==> src/rtl/assert_macros.svh <==
// Assertion macros shared by the parser RTL.
`ifndef ASSERT_MACROS_SVH
`define ASSERT_MACROS_SVH

// Implication checked at every clock edge outside reset.
`define ACP_ASSERT_IMPL(label, clock, resetn, cond, prop, msg) \
  label: assert property (@(posedge clock) disable iff (!resetn) (cond) |-> (prop)) \
    else $error(msg);

// Implication whose consequent is checked in the next cycle.
`define ACP_ASSERT_NEXT(label, clock, resetn, cond, prop, msg) \
  label: assert property (@(posedge clock) disable iff (!resetn) (cond) |=> (prop)) \
    else $error(msg);

`endif

==> src/rtl/acp_pkg.sv <==
// Package with the codes, character constants and result type of the parser.
package acp_pkg;

  // Result kinds.
  localparam logic [1:0] KIND_FRAME     = 2'd0;
  localparam logic [1:0] KIND_FILTER    = 2'd1;
  localparam logic [1:0] KIND_MALFORMED = 2'd2;
  localparam logic [1:0] KIND_OTHER     = 2'd3;

  // Error codes.
  localparam logic [2:0] ERR_NONE     = 3'd0;
  localparam logic [2:0] ERR_LENGTH   = 3'd1;
  localparam logic [2:0] ERR_IDE      = 3'd2;
  localparam logic [2:0] ERR_RTR      = 3'd3;
  localparam logic [2:0] ERR_HEX      = 3'd4;
  localparam logic [2:0] ERR_ID_RANGE = 3'd5;
  localparam logic [2:0] ERR_SHORT    = 3'd6;
  localparam logic [2:0] ERR_OVERFLOW = 3'd7;

  // Characters of the host protocol.
  localparam logic [7:0] CH_OPEN  = 8'h3C;  // '<'
  localparam logic [7:0] CH_CLOSE = 8'h3E;  // '>'
  localparam logic [7:0] CH_STD   = 8'h54;  // 'T'
  localparam logic [7:0] CH_EXT   = 8'h74;  // 't'
  localparam logic [7:0] CH_ZERO  = 8'h30;  // '0'
  localparam logic [7:0] CH_FIVE  = 8'h35;  // '5'
  localparam logic [7:0] CH_EIGHT = 8'h38;  // '8'
  localparam logic [7:0] CH_NINE  = 8'h39;  // '9'

  // Identifier limits.
  localparam logic [31:0] STD_ID_MAX = 32'h0000_07FF;
  localparam logic [31:0] EXT_ID_MAX = 32'h1FFF_FFFF;

  // One byte step handed from the input register to the decoder.
  typedef struct packed {
    logic       fire;
    logic [7:0] rx_byte;
  } step_t;

  // One result item.
  typedef struct packed {
    logic [1:0]  kind;
    logic [7:0]  command_char;
    logic [2:0]  error_code;
    logic [3:0]  data_length;
    logic        extended_id;
    logic        remote_request;
    logic [28:0] frame_id;
    logic [63:0] frame_data;
    logic [1:0]  filter_slot;
    logic [31:0] filter_value;
  } result_t;

  // Hex digit value; bit 4 set marks a non-hex character.
  function automatic logic [4:0] hex_value(input logic [7:0] c);
    logic [4:0] v;
    v = 5'h10;
    if (c >= 8'h30 && c <= 8'h39) v = 5'(c - 8'h30);
    else if (c >= 8'h41 && c <= 8'h46) v = 5'(c - 8'h37);
    else if (c >= 8'h61 && c <= 8'h66) v = 5'(c - 8'h57);
    return v;
  endfunction

  // Decimal digit test.
  function automatic logic is_digit(input logic [7:0] c);
    return (c >= CH_ZERO) && (c <= CH_NINE);
  endfunction

endpackage

==> src/rtl/acp_decoder.sv <==
// Message state and incremental command decode, one byte per cycle.
module acp_decoder #(
  parameter int MAX_MESSAGE = 128
) (
  input  logic             clk,
  input  logic             rst_n,
  input  acp_pkg::step_t   step,
  output acp_pkg::result_t result
);

  logic [7:0]  position_r, position_nxt;
  logic [7:0]  first_char_r, first_char_nxt;
  logic [3:0]  length_r, length_nxt;
  logic        ide_r, ide_nxt;
  logic        rtr_r, rtr_nxt;
  logic [31:0] hex_r, hex_nxt;
  logic [63:0] data_r, data_nxt;
  logic [2:0]  error_r, error_nxt;

  // State registers.
  always_ff @(posedge clk) begin
    if (!rst_n) begin
      position_r   <= '0;
      first_char_r <= '0;
      length_r     <= '0;
      ide_r        <= 1'b0;
      rtr_r        <= 1'b0;
      hex_r        <= '0;
      data_r       <= '0;
      error_r      <= acp_pkg::ERR_NONE;
    end else begin
      position_r   <= position_nxt;
      first_char_r <= first_char_nxt;
      length_r     <= length_nxt;
      ide_r        <= ide_nxt;
      rtr_r        <= rtr_nxt;
      hex_r        <= hex_nxt;
      data_r       <= data_nxt;
      error_r      <= error_nxt;
    end
  end

  // Next state: clear on open or close, flag an overflow once the buffer is full, otherwise store and decode the byte.
  always_comb begin
    logic [7:0]  b;
    logic [7:0]  p;
    logic [4:0]  hv;
    logic [31:0] hex_new;
    logic [7:0]  idlen;
    logic [7:0]  d;
    logic        id_digit;
    logic        data_digit;
    logic [3:0]  nib;
    logic [31:0] id_max;
    logic        check_range;

    b           = step.rx_byte;
    p           = position_r;
    hv          = acp_pkg::hex_value(b);
    hex_new     = {hex_r[27:0], hv[3:0]};
    idlen       = ide_r ? 8'd8 : 8'd3;
    d           = '0;
    id_digit    = 1'b0;
    data_digit  = 1'b0;
    check_range = 1'b0;
    id_max      = acp_pkg::EXT_ID_MAX;

    position_nxt   = position_r;
    first_char_nxt = first_char_r;
    length_nxt     = length_r;
    ide_nxt        = ide_r;
    rtr_nxt        = rtr_r;
    hex_nxt        = hex_r;
    data_nxt       = data_r;
    error_nxt      = error_r;

    if (step.fire) begin
      if (b == acp_pkg::CH_OPEN || b == acp_pkg::CH_CLOSE) begin
        position_nxt = '0;
        length_nxt   = '0;
        ide_nxt      = 1'b0;
        rtr_nxt      = 1'b0;
        hex_nxt      = '0;
        data_nxt     = '0;
        error_nxt    = acp_pkg::ERR_NONE;
      end else if (position_r >= 8'(MAX_MESSAGE)) begin
        if (error_r == acp_pkg::ERR_NONE) error_nxt = acp_pkg::ERR_OVERFLOW;
      end else begin
        position_nxt = position_r + 8'd1;
        if (p == 8'd0) begin
          first_char_nxt = b;
        end else if (error_r == acp_pkg::ERR_NONE) begin
          if (first_char_r == acp_pkg::CH_STD) begin
            if (p == 8'd1) begin
              if (b < acp_pkg::CH_ZERO || b > acp_pkg::CH_EIGHT)
                error_nxt = acp_pkg::ERR_LENGTH;
              else
                length_nxt = 4'(b - acp_pkg::CH_ZERO);
            end else if (p == 8'd2) begin
              if (!acp_pkg::is_digit(b)) error_nxt = acp_pkg::ERR_IDE;
              else ide_nxt = (b != acp_pkg::CH_ZERO);
            end else if (p == 8'd3) begin
              if (!acp_pkg::is_digit(b)) error_nxt = acp_pkg::ERR_RTR;
              else rtr_nxt = (b != acp_pkg::CH_ZERO);
            end else if (p < 8'd4 + idlen) begin
              id_digit    = 1'b1;
              check_range = (p == 8'd3 + idlen);
              id_max      = ide_r ? acp_pkg::EXT_ID_MAX : acp_pkg::STD_ID_MAX;
            end else begin
              d          = p - 8'd4 - idlen;
              data_digit = (d < {3'b000, length_r, 1'b0});
            end
          end else if (first_char_r == acp_pkg::CH_EXT) begin
            if (p <= 8'd8) begin
              id_digit    = 1'b1;
              check_range = (p == 8'd8);
            end else begin
              d          = p - 8'd9;
              data_digit = (d < 8'd16);
            end
          end else if (first_char_r >= acp_pkg::CH_FIVE &&
                       first_char_r <= acp_pkg::CH_EIGHT) begin
            id_digit = (p <= 8'd8);
          end
        end
      end
    end

    // Identifier or filter word digit, with the range check on the last one.
    if (id_digit) begin
      if (hv[4]) begin
        error_nxt = acp_pkg::ERR_HEX;
      end else begin
        hex_nxt = hex_new;
        if (check_range && hex_new > id_max) error_nxt = acp_pkg::ERR_ID_RANGE;
      end
    end

    // Data digit: high nibble of each byte comes first.
    nib = {d[3:1], ~d[0]};
    if (data_digit) begin
      if (hv[4]) error_nxt = acp_pkg::ERR_HEX;
      else data_nxt = data_r | (64'(hv[3:0]) << {nib, 2'b00});
    end
  end

  // Result of the message as it stands; taken when the close byte fires.
  always_comb begin
    logic [7:0] cmd;
    logic [2:0] err;
    logic [7:0] need;
    logic       is_filter;

    cmd       = (position_r != 8'd0) ? first_char_r : 8'd0;
    err       = error_r;
    is_filter = (cmd >= acp_pkg::CH_FIVE) && (cmd <= acp_pkg::CH_EIGHT);
    need      = '0;
    if (cmd == acp_pkg::CH_STD) begin
      need = (position_r < 8'd4) ? 8'd4
           : 8'd4 + (ide_r ? 8'd8 : 8'd3) + {3'b000, length_r, 1'b0};
    end else if (cmd == acp_pkg::CH_EXT) begin
      need = 8'd25;
    end else if (is_filter) begin
      need = 8'd9;
    end
    if (position_r != 8'd0 && err == acp_pkg::ERR_NONE && position_r < need)
      err = acp_pkg::ERR_SHORT;

    result              = '0;
    result.command_char = cmd;
    if (err != acp_pkg::ERR_NONE) begin
      result.kind       = acp_pkg::KIND_MALFORMED;
      result.error_code = err;
    end else if (cmd == acp_pkg::CH_STD || cmd == acp_pkg::CH_EXT) begin
      result.kind           = acp_pkg::KIND_FRAME;
      result.data_length    = (cmd == acp_pkg::CH_EXT) ? 4'd8 : length_r;
      result.extended_id    = (cmd == acp_pkg::CH_EXT) ? 1'b1 : ide_r;
      result.remote_request = (cmd == acp_pkg::CH_EXT) ? 1'b0 : rtr_r;
      result.frame_id       = hex_r[28:0];
      result.frame_data     = data_r;
    end else if (is_filter) begin
      result.kind         = acp_pkg::KIND_FILTER;
      result.filter_slot  = 2'(cmd - acp_pkg::CH_FIVE);
      result.filter_value = hex_r;
    end else begin
      result.kind = acp_pkg::KIND_OTHER;
    end
  end

endmodule

==> src/rtl/acp_out_reg.sv <==
// Result register of the parser with its valid and stall handshake.
module acp_out_reg (
  input  logic             clk,
  input  logic             rst_n,
  input  logic             load,
  input  acp_pkg::result_t load_data,
  output logic             room,
  input  logic             out_stall,
  output logic             out_valid,
  output acp_pkg::result_t out_data
);

  logic             valid_r, valid_nxt;
  acp_pkg::result_t data_r;

  // The register can take a new item when empty or being drained.
  assign room = !valid_r || !out_stall;

  always_comb begin
    valid_nxt = valid_r;
    if (room) valid_nxt = load;
  end

  // Valid flag.
  always_ff @(posedge clk) begin
    if (!rst_n) begin
      valid_r <= 1'b0;
    end else begin
      valid_r <= valid_nxt;
    end
  end

  // Payload, held while stalled.
  always_ff @(posedge clk) begin
    if (room && load) begin
      data_r <= load_data;
    end
  end

  assign out_valid = valid_r;
  assign out_data  = data_r;

endmodule

==> src/rtl/ascii_can_command_parser.sv <==
// Top level of the ASCII CAN command parser: input register, decoder, result register.
//
//   Channel  Direction  Handshake             Payload
//   in_      input      in_valid / in_stall   in_rx_byte
//   out_     output     out_valid / out_stall kind, command, error, frame and filter fields
//
// Each byte is decoded while it sits in the input register and updates the message
// state at the next edge; one byte per cycle is sustained, but a close byte waits on a
// full, stalled result register while every other byte moves on regardless of out_stall.
// A close byte that fires yields a result item in the output register in the next cycle.
// Reset (synchronous, active low) clears the message state and both valid flags.
module ascii_can_command_parser #(
  parameter int MAX_MESSAGE = 128
) (
  input  logic        clk,
  input  logic        rst_n,
  input  logic        in_valid,
  output logic        in_stall,
  input  logic [7:0]  in_rx_byte,
  output logic        out_valid,
  input  logic        out_stall,
  output logic [1:0]  out_kind,
  output logic [7:0]  out_command_char,
  output logic [2:0]  out_error_code,
  output logic [3:0]  out_data_length,
  output logic        out_extended_id,
  output logic        out_remote_request,
  output logic [28:0] out_frame_id,
  output logic [63:0] out_frame_data,
  output logic [1:0]  out_filter_slot,
  output logic [31:0] out_filter_value
);

`include "assert_macros.svh"

  logic             in_valid_r, in_valid_nxt;
  logic [7:0]       byte_r;
  logic             is_close;
  logic             room;
  logic             advance;
  acp_pkg::step_t   step;
  acp_pkg::result_t result;
  acp_pkg::result_t out_data;

  // A held byte moves on unless it is a close byte facing a full result register.
  assign is_close = (byte_r == acp_pkg::CH_CLOSE);
  assign advance  = !is_close || room;
  assign in_stall = in_valid_r && !advance;

  always_comb begin
    in_valid_nxt = in_valid_r;
    if (!in_stall) in_valid_nxt = in_valid;
  end

  // Input register.
  always_ff @(posedge clk) begin
    if (!rst_n) begin
      in_valid_r <= 1'b0;
    end else begin
      in_valid_r <= in_valid_nxt;
    end
  end

  always_ff @(posedge clk) begin
    if (in_valid && !in_stall) begin
      byte_r <= in_rx_byte;
    end
  end

  assign step.fire    = in_valid_r && advance;
  assign step.rx_byte = byte_r;

  acp_decoder #(
    .MAX_MESSAGE(MAX_MESSAGE)
  ) u_decoder (
    .clk   (clk),
    .rst_n (rst_n),
    .step  (step),
    .result(result)
  );

  acp_out_reg u_out_reg (
    .clk      (clk),
    .rst_n    (rst_n),
    .load     (step.fire && is_close),
    .load_data(result),
    .room     (room),
    .out_stall(out_stall),
    .out_valid(out_valid),
    .out_data (out_data)
  );

  assign out_kind           = out_data.kind;
  assign out_command_char   = out_data.command_char;
  assign out_error_code     = out_data.error_code;
  assign out_data_length    = out_data.data_length;
  assign out_extended_id    = out_data.extended_id;
  assign out_remote_request = out_data.remote_request;
  assign out_frame_id       = out_data.frame_id;
  assign out_frame_data     = out_data.frame_data;
  assign out_filter_slot    = out_data.filter_slot;
  assign out_filter_value   = out_data.filter_value;

  // Only malformed results carry an error code.
  `ACP_ASSERT_IMPL(a_err_only_malformed, clk, rst_n,
    out_valid && out_kind != acp_pkg::KIND_MALFORMED,
    out_error_code == acp_pkg::ERR_NONE, "error code on a well-formed result")

  // Frame fields stay zero on results that are not frames.
  `ACP_ASSERT_IMPL(a_frame_fields_zero, clk, rst_n,
    out_valid && out_kind != acp_pkg::KIND_FRAME,
    out_frame_data == 64'd0 && out_frame_id == 29'd0 && out_data_length == 4'd0,
    "frame fields set on a non-frame result")

  // A frame never reports more than eight data bytes.
  `ACP_ASSERT_IMPL(a_frame_length, clk, rst_n,
    out_valid && out_kind == acp_pkg::KIND_FRAME,
    out_data_length <= 4'd8, "frame length above eight")

  // A close byte that fires shows up as a result item in the next cycle.
  `ACP_ASSERT_NEXT(a_close_yields_result, clk, rst_n,
    step.fire && is_close, out_valid, "close byte gave no result")

endmodule

==> config.mk <==
export PLATFORM = sky130hd
export DESIGN_NAME = ascii_can_command_parser
export DESIGN_NICKNAME = d
export VERILOG_FILES = /design/src/rtl/acp_pkg.sv /design/src/rtl/acp_decoder.sv /design/src/rtl/acp_out_reg.sv /design/src/rtl/ascii_can_command_parser.sv
export VERILOG_INCLUDE_DIRS = /design/src /design/src/rtl
export SDC_FILE = /design/constraint.sdc
export NUM_CORES = 1
export LEC_CHECK = 0
export BUFFER_PORTS_ARGS = -buffer_cell sky130_fd_sc_hd__buf_2
export CAP_MARGIN = 20
export CORE_MARGIN = 5
export CORE_UTILIZATION = 59
export CTS_BUF_LIST = sky130_fd_sc_hd__clkbuf_8
export DETAILED_ROUTE_END_ITERATION = 12
export PLACE_DENSITY_LB_ADDON = 0.15
export SLEW_MARGIN = 10
export SYNTH_ARGS = -nofsm -noshare
export SYNTH_HDL_FRONTEND = slang
export SYNTH_SLANG_ARGS = --single-unit
==> constraint.sdc <==
create_clock -name clk -period 31.2 [get_ports clk]
set_input_delay 3.12 -clock clk [delete_from_list [all_inputs] [get_ports clk]]
set_output_delay 3.12 -clock clk [all_outputs]
set_load 0.01 [all_outputs]
==> key figures, run 1 <==
Timing
  • Final setup TNS: 0 ns
  • Endpoints failing setup: 0
  • Hold_ws: 0.441 ns
  • Tcrit/Tclk final: 0.216
  • Fin. Hold Viols: 0
  • Fmax achieved: 148 MHz
  • Tightest Pin Transition: 1.07 ns
  • Final Max Slew Viols: 0
  • Worst Skew: 0.0191 ns
  • Crit path time final: 6.74 ns
  • Slew HR: 0.289
  • RSZ-0062 raised after global routing: no

Logic synthesis
  • Synth cell count leaders: edfxtp_1 (154), nand2_1 (149), dfxtp_1 (123)
  • Post-synthesis sequential area ratio: 0.582
  • Post-Syn Area: 12200 um^2
  • Most common cell in the netlist: edfxtp_1
  • EDFF count, synth: 154
  • Synth Instances: 1137
  • Ys async rst share: 0
  • Synth Net Count: 1198
  • Synth Flop Type: edfxtp_1
  • #FFs+latches synth: 277
  • Yosys top cell area share: 0.380
  • Count of cell types in the netlist: 75
  • Synth top area cells: edfxtp_1 (38%), dfxtp_1 (20%), and3_1 (4.8%)
  • Synth Warn #: 0
  • Syn_area_per_cell: 10.7 um^2
  • Cell taking the most area after synthesis: edfxtp_1

Placement
  • Routability-driven placement congestion ratio: 0.943
  • Port-buffer cells: 159
  • Detail Placement HPWL: 18.8 mm
  • Placed cell area: 13200 um^2

Pwr
  • Net Sw Power: 0.150 mW
  • Switch share: 0.221
  • PwrDens: 48.5 nW/um^2
  • Combinational power share: 0.028
  • Clock share of power: 0.401
  • Pleak: 5.61 nW
  • Final Power: 0.678 mW
  • Worst IR drop on VDD: 0.0000293 V
  • Sequential Power Share: 0.571
  • Internal power: 0.528 mW

Min path
  • Hold Crit Start: u_decoder.data_r[48]
  • HP Class: register to register
  • Worst Hold End: u_decoder.data_r[48]
  • Hold Crit Depth: 2

Global route
  • GR Util met1: 0.335
  • GRT met3 Usage: 0.0450
  • Met2 Usage GRT: 0.371
  • Total GRT Usage: 0.235
  • Pin count of the biggest net entering global routing: 97
  • Grt ovf: 0
  • Global-route wire length before repair: 45.7 mm
  • Number of global-route vias before repair: 8653
  • Initial antenna violation count: 0
  • Most Used Layer, Global Route: met2

Cells and area
  • Share of cells above drive strength 1: 0.195
  • Area Overhead vs Synth: 14.8%
  • Antenna Diode Count: 0
  • Multi-input gate area: 4770 um^2
  • Post-route core utilization: 0.688
  • Fill count: 1596
  • Sequential cell area: 7090 um^2
  • Design Area, Final: 14000 um^2
  • Final #Nets: 1344

Worst setup path
  • Startpoint Class: primary input
  • Worst path arrival time: 3.62 ns
  • Launch point of the worst reg-to-reg path: u_decoder.position_r[4]
  • CP most frequent cell: buf_2
  • Bufs and invs on worst path: 2
  • CP Cell Sequence: buf_2 > nand2_1 > nor2_1 > buf_2
  • Max stage delay on crit path: 0.18 ns
  • Number of cells on the worst reg-to-reg path: 16
  • CP Data Required Time: 28.08 ns
  • Delay-heaviest family, CP: simple AND/OR/NAND/NOR gates
  • Crit path from: out_stall
  • Critical Path Sink Type: output pin
  • Slowest cell on the critical path: nor2_1
  • Setup Crit Path Kind: primary input to output pin
  • Worst reg-to-reg setup slack: 25.31 ns
  • Worst Path Max Fanout: 4
  • RR Endpoint: u_out_reg.out_data[129]

Floorplan
  • Die width: 154 um
  • Initial Utilization: 0.599
  • Core area: 20300 um^2
  • Die height: 154 um
  • Die Area: 23600 um^2
  • IO Count: 160
  • Num rows: 52

Routing
  • Remaining antenna violation count: 0
  • Vias per cell: 5.70
  • DR pass1 iterations: 6
  • Wire per inst: 17.7 um
  • Total number of vias: 9046
  • Number of remaining DRC errors: 0
  • Iter 0 DRT Violations: 791
  • Routed WL: 28.0 mm

CTS
  • Clk slew on worst S/H paths: 0.06 ns
  • CTS Hold Bufs: 0
  • CTS sink count: 277
  • CTS tree: built
  • Clock root cell: clkbuf_8
  • CTS Buf Count: 42
  • PostCTS Resize Cnt: 0
  • Total setup buffers inserted after CTS: 0
  • Htree depth: 2
  • CTS max path bufs: 3
  • Worst skew pair latency: 0.54 ns

Run
  • Max-cap violations: 0

Run status
  • Status: finished, final reports clean
==> state kept, by name (all words and copies together), names as in the netlist <==
| signal | cells |
|---|---|
| byte_r | 8 |
| in_valid_r | 1 |
| u_decoder.data_r | 64 |
| u_decoder.error_r | 3 |
| u_decoder.first_char_r | 8 |
| u_decoder.hex_r | 32 |
| u_decoder.ide_r | 1 |
| u_decoder.length_r | 4 |
| u_decoder.position_r | 8 |
| u_decoder.rtr_r | 1 |
| u_out_reg.out_data | 146 |
| u_out_reg.out_valid | 1 |
==> layout by cell type, fill, tap and decap left out, types with 7 or more instances in the layout <==
| master | count |
|---|---|
| nand2b_1 | 13 |
| a21oi_1 | 62 |
| nand3_1 | 46 |
| o31ai_1 | 19 |
| a22oi_1 | 9 |
| ha_1 | 47 |
| o21ai_1 | 8 |
| o21ai_0 | 45 |
| nor2_1 | 49 |
| and2_1 | 42 |
| nand2_1 | 149 |
| buf_4 | 11 |
| clkbuf_8 | 47 |
| edfxtp_1 | 154 |
| nor4_1 | 8 |
| dfxtp_1 | 123 |
| buf_2 | 159 |
| nor2b_1 | 9 |
| or4_1 | 7 |
| mux2i_1 | 10 |
| o22ai_1 | 7 |
| inv_1 | 45 |
| and3_1 | 94 |
| o21a_1 | 9 |
| o21ai_2 | 8 |
| nor3_1 | 18 |
==> area by class of cell <==
class                      count  area share
clock buffer                  47      0.0463
sequential                   277       0.507
clock inverter                30     0.00949
tap                          270      0.0242
multi-input combinational    765       0.341
timing repair buffer         171      0.0648
inverter                      26     0.00698
==> per-layer routing <==
| layer | vias to the layer above | share of wire |
|---|---|---|
| met5 | - | 0 |
| li1 | 4444 | - |
| met3 | 43 | 0.069 |
| met4 | 0 | 0.020 |
| met2 | 315 | 0.46 |
| met1 | 4244 | 0.45 |
==> worst register-to-register path, delay by kind of cell (launching register included) <==
family                     cells  cell delay [ns]
AOI/OAI and AO/OA              4             1.00
adders and majority gates      2             0.61
buffers and inverters          1             0.34
DFF                            1             0.44
and+or+nand+nor                9             3.25
==> cell families after synthesis <==
logic type      after synthesis  share of synthesized area
simple gates                486                      0.211
flops                       277                      0.582
compound gates              213                      0.111
buf+inv                      95                     0.0301
fa+ha+maj                    49                     0.0516
mux                          11                    0.00915
xor+xnor                      6                    0.00432
==> stage by stage <==
step,worst slack [ns],instances
final,24.46,1586
after global routing,24.37,1586
after CTS,24.45,1585
after detailed placement,24.46,1508
after global placement,24.48,1508
after floorplan,17.13,1137
==> worst max path at each step <==
| stage | endpoint | cells past startpoint |
|---|---|---|
| 3_3_place_gp | in_stall | 4 |
| 5_1_grt | in_stall | 4 |
| 2_1_floorplan | u_out_reg.out_data[0] | 3 |
| 3_5_place_dp | in_stall | 4 |
| 6_report | in_stall | 4 |
| 4_1_cts | in_stall | 4 |
==> power by group through the flow <==
stage | Sequential (mW) | Combinational [mW] | Clock, mW
5_1_grt | 0.387 | 0.0208 | 0.298
4_1_cts | 0.387 | 0.0189 | 0.279
6_report | 0.387 | 0.0190 | 0.272
2_1_floorplan | 0.393 | 0.0140 | 0
3_5_place_dp | 0.395 | 0.0188 | 0
3_3_place_gp | 0.395 | 0.0187 | 0
Power figures use the tool's default switching activity.
==> run 2: changes to the inputs <==
--- a/config.mk
+++ b/config.mk
@@ -9,7 +9,7 @@
 export BUFFER_PORTS_ARGS = -buffer_cell sky130_fd_sc_hd__buf_2
 export CAP_MARGIN = 20
 export CORE_MARGIN = 5
-export CORE_UTILIZATION = 59
+export CORE_UTILIZATION = 54
 export CTS_BUF_LIST = sky130_fd_sc_hd__clkbuf_8
 export DETAILED_ROUTE_END_ITERATION = 12
 export PLACE_DENSITY_LB_ADDON = 0.15
==> constraint.sdc (replaced) <==
create_clock -name clk -period 5.9 [get_ports clk]
set_input_delay 0.59 -clock clk [delete_from_list [all_inputs] [get_ports clk]]
set_output_delay 0.59 -clock clk [all_outputs]
set_load 0.01 [all_outputs]
==> run 2 against run 1 <==
Hold slack got worse by 0.24 ns; largest power group unchanged; largest cell class unchanged; utilization fell by 5.2 points; sequential share of layout area fell by 1.1 points.
==> key figures, run 2 (same netlist as run 1, synthesis figures left out) <==
Run status
  • Status: finished, final reports clean (unchanged)

Worst setup path
  • Launch point of the worst reg-to-reg path: u_decoder.position_r[5] (was u_decoder.position_r[4])
  • Slowest cell on the critical path: nor4_1 (was nor2_1)
  • Worst reg-to-reg setup slack: 0.77 ns (was 25.31 ns)
  • RR Endpoint: u_out_reg.out_data[0] (was u_out_reg.out_data[129])
  • Bufs and invs on worst path: 1 (was 2)
  • Setup Crit Path Kind: register to register (was primary input to output pin)
  • Delay-heaviest family, CP: simple AND/OR/NAND/NOR gates (unchanged)
  • CP most frequent cell: nand2_1 (was buf_2)
  • CP Data Required Time: 6.22 ns (was 28.08 ns)
  • Worst Path Max Fanout: 34 (was 4)
  • Number of cells on the worst reg-to-reg path: 16 (unchanged)
  • CP Cell Sequence: nor4_1 > nand3_1 > nand2_1 > ha_1 > and2_1 > nand2_1 > nor3_1 > o2111ai_1 > ha_1 > a2111oi_0 > nand2_1 > a31oi_1 > o22ai_4 > and4_1 > buf_4 > and2_1 (was buf_2 > nand2_1 > nor2_1 > buf_2)
  • Max stage delay on crit path: 0.88 ns (was 0.18 ns)
  • Worst path arrival time: 5.44 ns (was 3.62 ns)
  • Startpoint Class: register (was primary input)
  • Critical Path Sink Type: register (was output pin)

Cells and area
  • Antenna Diode Count: 0 (unchanged)
  • Commonest non-fill, non-tap cell in the layout: buf_2 (unchanged)
  • Max FFs per register: 146 (unchanged)
  • Final #Nets: 1361 (was 1344)
  • Fill count: 1866 (was 1596)
  • Post-route core utilization: 0.637 (was 0.688)
  • Area Overhead vs Synth: 17.4% (was 14.8%)
  • Commonest cells after routing, fill and taps aside: buf_2 (159), edfxtp_1 (154), nand2_1 (149) (unchanged)
  • Share of cells above drive strength 1: 0.210 (was 0.195)

Routing
  • Wire per inst: 19.0 um (was 17.7 um)
  • DR pass1 iterations: 5 (was 6)
  • Total number of vias: 9279 (was 9046)
  • Iter 0 DRT Violations: 676 (was 791)
  • Routed WL: 30.8 mm (was 28.0 mm)
  • Remaining antenna violation count: 0 (unchanged)
  • Vias per cell: 5.72 (was 5.70)
  • Number of remaining DRC errors: 0 (unchanged)

Placement
  • Port-buffer cells: 159 (unchanged)
  • Detail Placement HPWL: 20.4 mm (was 18.8 mm)
  • Routability-driven placement congestion ratio: 0.963 (was 0.943)

Global route
  • Total GRT Usage: 0.237 (was 0.235)
  • Pin count of the biggest net entering global routing: 96 (was 97)
  • Number of global-route vias before repair: 9213 (was 8653)
  • Global-route wire length before repair: 49.5 mm (was 45.7 mm)
  • Grt ovf: 0 (unchanged)
  • Initial antenna violation count: 0 (unchanged)

Floorplan
  • IO Count: 160 (unchanged)
  • Core area: 22400 um^2 (was 20300 um^2)
  • Initial Utilization: 0.542 (was 0.599)
  • Die width: 160 um (was 154 um)
  • Die Area: 25600 um^2 (was 23600 um^2)
  • Die height: 160 um (was 154 um)
  • Num rows: 55 (was 52)

Timing
  • Fmax achieved: 195 MHz
  • Endpoints failing setup: 0 (unchanged)
  • Tcrit/Tclk final: 0.869
  • RSZ-0062 raised after global routing: no (unchanged)
  • Worst Skew: 0.0225 ns (was 0.0191 ns)
  • Tightest Pin Transition: 1.02 ns (was 1.07 ns)
  • Hold_ws: 0.202 ns (was 0.441 ns)
  • Fin. Hold Viols: 0 (unchanged)
  • Slew HR: 0.313 (was 0.289)
  • Final setup TNS: 0 ns (unchanged)
  • Final Max Slew Viols: 0 (unchanged)
  • Crit path time final: 5.13 ns

CTS
  • Clk slew on worst S/H paths: 0.06 ns (about the same)
  • PostCTS Resize Cnt: 0 (unchanged)
  • CTS max path bufs: 3 (unchanged)
  • CTS Hold Bufs: 0 (unchanged)
  • CTS Buf Count: 46 (was 42)
  • Worst skew pair latency: 0.57 ns (was 0.54 ns)
  • Total setup buffers inserted after CTS: 0 (unchanged)
  • Clock root cell: clkbuf_8 (unchanged)
  • CTS tree: built (unchanged)
  • Htree depth: 2 (unchanged)
  • CTS sink count: 277 (unchanged)

Min path
  • Hold Crit Start: in_rx_byte[2] (was u_decoder.data_r[48])
  • HP Class: primary input to register (was register to register)
  • Hold Crit Depth: 1 (was 2)
  • Worst Hold End: byte_r[2] (was u_decoder.data_r[48])

Pwr
  • Worst IR drop on VDD: 0.000227 V (was 0.0000293 V)
  • Net Sw Power: 0.860 mW (was 0.150 mW)
  • Clock share of power: 0.441 (was 0.401)
  • Internal power: 2.99 mW (was 0.528 mW)
  • Sequential Power Share: 0.531 (was 0.571)
  • Pleak: 6.11 nW (was 5.61 nW)
  • PwrDens: 270 nW/um^2 (was 48.5 nW/um^2)
  • Switch share: 0.223 (was 0.221)
  • Final Power: 3.85 mW (was 0.678 mW)
  • Combinational power share: 0.028 (about the same)

Run
  • Max-cap violations: 0 (unchanged)
[run 2: changes by cell type in the layout (fill, tap and decap cells not counted), sizes merged]
cell    before  now
buf        171  184
clkbuf      47   54
inv         46   44
bufinv       0    2
clkinv       8   10
[run 2: power groups by stage]
stage	logic, mW	clock network [mW]	registers (mW)
final	0.106	1.70	2.05
after global routing	0.117	1.83	2.05
after CTS	0.106	1.73	2.04
after detailed placement	0.105	0	2.09
after global placement	0.104	0	2.09
after floorplan	0.0747	0	2.08
[run 2: how the worst max path moves through the flow]
stage,startpoint,end,depth (start not counted)
floorplan,byte_r[0],u_out_reg.out_data[0],5
global placement,u_decoder.position_r[5],u_out_reg.out_data[2],16
finish,u_decoder.position_r[5],u_out_reg.out_data[0],16
global route,u_decoder.position_r[5],u_out_reg.out_data[5],16
CTS,u_decoder.position_r[5],u_out_reg.out_data[3],16
detailed placement,u_decoder.position_r[5],u_out_reg.out_data[10],16
[run 2: final cells by class]
cell class                 instances  area [um^2]  share of cell area
clock buffer                      54          743              0.0520
clock inverter                    32          206              0.0144
inverter                          26         97.6             0.00683
multi-input combinational        765         4770               0.334
sequential                       277         7090               0.496
tap                              285          357              0.0250
timing repair buffer             184         1020              0.0716
[run 2: worst register-to-register path, delay by kind of cell (launching register included)]
family | cells | cell delay, ns
adder cells (fa/ha/maj) | 2 | 0.58
AND/OR/NAND/NOR | 9 | 2.67
buffers and inverters | 1 | 0.21
AO/OA/AOI/OAI | 4 | 1.00
flip-flops | 1 | 0.43
[run 2: through the flow]
stage / area [um^2] / instances / setup WS, ns
4_1_cts: 14200 / 1621 / 0.835
2_1_floorplan: 12200 / 1137 / 0.843
3_5_place_dp: 13300 / 1535 / 0.832
5_1_grt: 14300 / 1623 / 0.178
6_report: 14300 / 1623 / 0.773
3_3_place_gp: 13300 / 1535 / 1.07
[run 2: metal layers]
layer	vias to the layer above	global-route usage	share of wire
li1	4489	-	-
met1	4420	0.328	0.45
met2	309	0.376	0.46
met3	61	0.0477	0.060
met4	0	0.0794	0.028
met5	-	0	0
==> run 3: changes to the inputs <==
--- a/config.mk
+++ b/config.mk
@@ -9,7 +9,7 @@
 export BUFFER_PORTS_ARGS = -buffer_cell sky130_fd_sc_hd__buf_2
 export CAP_MARGIN = 20
 export CORE_MARGIN = 5
-export CORE_UTILIZATION = 54
+export CORE_UTILIZATION = 59
 export CTS_BUF_LIST = sky130_fd_sc_hd__clkbuf_8
 export DETAILED_ROUTE_END_ITERATION = 12
 export PLACE_DENSITY_LB_ADDON = 0.15
==> constraint.sdc (replaced) <==
create_clock -name clk -period 6 [get_ports clk]
set_input_delay 0.6 -clock clk [delete_from_list [all_inputs] [get_ports clk]]
set_output_delay 0.6 -clock clk [all_outputs]
set_load 0.01 [all_outputs]
==> run 3 against run 2 <==
Sequential power decreased by 2%; non-clock buffer count decreased by 5; utilization increased by 6.0 points; clock skew increased by 0.0076 ns; register-to-register slack got worse by 0.05 ns; global-route usage increased by 0.68 points; largest cell class unchanged; critical path type unchanged; via count decreased by 0.94%; first-iteration DRC count increased by 30%.
==> key figures, run 3 (same netlist as run 1, synthesis figures left out) <==
Cells and area
  • Share of cells above drive strength 1: 0.207 (was 0.210)
  • Antenna Diode Count: 0 (unchanged)
  • Design Area, Final: 14100 um^2 (was 14300 um^2)
  • Final #Nets: 1354 (was 1361)
  • Fill count: 1604 (was 1866)
  • Commonest cells after routing, fill and taps aside: buf_2 (159), edfxtp_1 (154), nand2_1 (149) (unchanged)
  • Max FFs per register: 146 (unchanged)
  • Area Overhead vs Synth: 16.2% (was 17.4%)
  • Commonest non-fill, non-tap cell in the layout: buf_2 (unchanged)

Min path
  • HP Class: primary input to register (unchanged)
  • Worst Hold End: byte_r[2] (unchanged)
  • Hold Crit Start: in_rx_byte[2] (unchanged)
  • Hold Crit Depth: 1 (unchanged)

Worst setup path
  • Number of cells on the worst reg-to-reg path: 16 (unchanged)
  • CP Data Required Time: 6.29 ns (was 6.22 ns)
  • RR Endpoint: u_out_reg.out_data[129] (was u_out_reg.out_data[0])
  • Critical Path Sink Type: register (unchanged)
  • Slowest cell on the critical path: nor4_1 (unchanged)
  • Launch point of the worst reg-to-reg path: u_decoder.position_r[4] (was u_decoder.position_r[5])
  • Startpoint Class: register (unchanged)
  • CP most frequent cell: nand2_1 (unchanged)
  • Delay-heaviest family, CP: simple AND/OR/NAND/NOR gates (unchanged)
  • CP Cell Sequence: nor4_1 > nand3_1 > nand2_1 > ha_1 > and2_1 > nand2_1 > nor3_1 > o2111ai_1 > ha_1 > a2111oi_0 > nand2_1 > a31oi_1 > o22ai_4 > buf_12 > and2_1 > and3b_1 (was nor4_1 > nand3_1 > nand2_1 > ha_1 > and2_1 > nand2_1 > nor3_1 > o2111ai_1 > ha_1 > a2111oi_0 > nand2_1 > a31oi_1 > o22ai_4 > and4_1 > buf_4 > and2_1)
  • Worst Path Max Fanout: 96 (was 34)
  • Worst path arrival time: 5.57 ns (was 5.44 ns)
  • Worst reg-to-reg setup slack: 0.72 ns (was 0.77 ns)
  • Bufs and invs on worst path: 1 (unchanged)
  • Setup Crit Path Kind: register to register (unchanged)
  • Max stage delay on crit path: 0.86 ns (was 0.88 ns)

CTS
  • PostCTS Resize Cnt: 0 (unchanged)
  • CTS sink count: 277 (unchanged)
  • Htree depth: 2 (unchanged)
  • CTS max path bufs: 3 (unchanged)
  • CTS tree: built (unchanged)
  • Total setup buffers inserted after CTS: 0 (unchanged)
  • Clock root cell: clkbuf_8 (unchanged)
  • CTS Hold Bufs: 0 (unchanged)
  • CTS Buf Count: 44 (was 46)
  • Worst skew pair latency: 0.56 ns (was 0.57 ns)
  • Clk slew on worst S/H paths: 0.06 ns (about the same)

Routing
  • Vias per cell: 5.75 (was 5.72)
  • Remaining antenna violation count: 0 (unchanged)
  • Iter 0 DRT Violations: 881 (was 676)
  • Number of remaining DRC errors: 0 (unchanged)
  • Total number of vias: 9192 (was 9279)
  • DR pass1 iterations: 5 (unchanged)
  • Wire per inst: 18.2 um (was 19.0 um)
  • Routed WL: 29.2 mm (was 30.8 mm)

Timing
  • Tightest Pin Transition: 0.938 ns (was 1.02 ns)
  • Fmax achieved: 189 MHz (was 195 MHz)
  • Tcrit/Tclk final: 0.880 (was 0.869)
  • Fin. Hold Viols: 0 (unchanged)
  • Post-route worst setup slack: 0.720 ns (was 0.773 ns)
  • Crit path time final: 5.28 ns (was 5.13 ns)
  • Worst Skew: 0.0301 ns (was 0.0225 ns)
  • RSZ-0062 raised after global routing: no (unchanged)
  • Slew HR: 0.369 (was 0.313)
  • Endpoints failing setup: 0 (unchanged)
  • Final Max Slew Viols: 0 (unchanged)
  • Final setup TNS: 0 ns (unchanged)

Floorplan
  • Initial Utilization: 0.599 (was 0.542)
  • Die width: 154 um (was 160 um)
  • IO Count: 160 (unchanged)
  • Num rows: 52 (was 55)
  • Core area: 20300 um^2 (was 22400 um^2)
  • Die Area: 23600 um^2 (was 25600 um^2)
  • Die height: 154 um (was 160 um)

Placement
  • Placed cell area: 13200 um^2 (was 13300 um^2)
  • Detail Placement HPWL: 19.7 mm (was 20.4 mm)
  • Port-buffer cells: 159 (unchanged)
  • DP Worst Slack: 0.809 ns (was 0.832 ns)
  • Routability-driven placement congestion ratio: 0.971 (was 0.963)

Global route
  • Initial antenna violation count: 0 (unchanged)
  • Total GRT Usage: 0.244 (was 0.237)
  • Grt ovf: 0 (unchanged)
  • Number of global-route vias before repair: 8862 (was 9213)
  • Global-route wire length before repair: 47.3 mm (was 49.5 mm)
  • Pin count of the biggest net entering global routing: 97 (was 96)

Pwr
  • Pleak: 6.04 nW (was 6.11 nW)
  • PwrDens: 258 nW/um^2 (was 270 nW/um^2)
  • Worst IR drop on VDD: 0.000181 V (was 0.000227 V)

Run status
  • Status: finished, final reports clean (unchanged)

Run
  • Max-cap violations: 0 (unchanged)
-- run 3: changes by cell type in the layout (fill, tap and decap cells not counted), sizes merged --
cell      change
buf           -5
clkbuf        -1
bufinv        -2
inv           -2
clkinvlp      +1
-- run 3: worst register-to-register path, stage by stage, from the launching register on --
cell and delay, ns:
dfxtp_1 0.43, nor4_1 0.86, nand3_1 0.47, nand2_1 0.25, ha_1 0.23, and2_1 0.16, nand2_1 0.12, nor3_1 0.35
o2111ai_1 0.20, ha_1 0.37, a2111oi_0 0.41, nand2_1 0.13, a31oi_1 0.26, o22ai_4 0.12, buf_12 0.22, and2_1 0.24
and3b_1 0.20
-- run 3: metrics by stage --
step / utilization / power, mW / instances / hold slack [ns]
6_report: 0.697 / 3.65 / 1599 / 0.237
5_1_grt: 0.697 / 3.79 / 1599 / 0.203
4_1_cts: 0.695 / 3.68 / 1598 / 0.210
3_5_place_dp: 0.653 / 2.15 / 1516 / 0.434
3_3_place_gp: 0.653 / 2.15 / 1516 / 0.426
2_1_floorplan: - / 2.12 / 1137 / 0.417
-- run 3: where the power goes --
part	internal (mW)	leakage [nW]	total, mW	switching [mW]
registers	1.99	2.64	2.01	0.0187
logic	0.0330	2.90	0.102	0.0692
clock network	0.808	0.504	1.54	0.730
total	2.83	6.04	3.65	0.818
-- run 3: final cells by class --
cell class              instances  area (um^2)  area share
repair buffers                179          978      0.0692
clock buffers                  53          729      0.0516
clock inverters                29          141      0.0100
inverters                      26         97.6     0.00690
flip-flops and latches        277         7090       0.501
multi-input cells             765         4770       0.337
well taps                     270          338      0.0239
-- run 3: per-layer routing --
metal  track usage  share of wire  vias to the layer above
met2         0.391           0.47                      322
met3        0.0506          0.069                       47
met5             0              0                        -
met4        0.0631          0.017                        0
li1              -              -                     4464
met1         0.342           0.45                     4359
-- run 3: worst max-delay path by stage --
| stage | from | to | cells past startpoint |
|---|---|---|---|
| 6_report | u_decoder.position_r[4] | u_out_reg.out_data[129] | 16 |
| 5_1_grt | u_decoder.position_r[4] | u_out_reg.out_data[129] | 16 |
| 4_1_cts | u_decoder.position_r[4] | u_out_reg.out_data[129] | 16 |
| 3_5_place_dp | u_decoder.position_r[4] | u_out_reg.out_data[129] | 16 |
| 3_3_place_gp | u_decoder.position_r[4] | u_out_reg.out_data[129] | 16 |
| 2_1_floorplan | byte_r[0] | u_out_reg.out_data[0] | 5 |
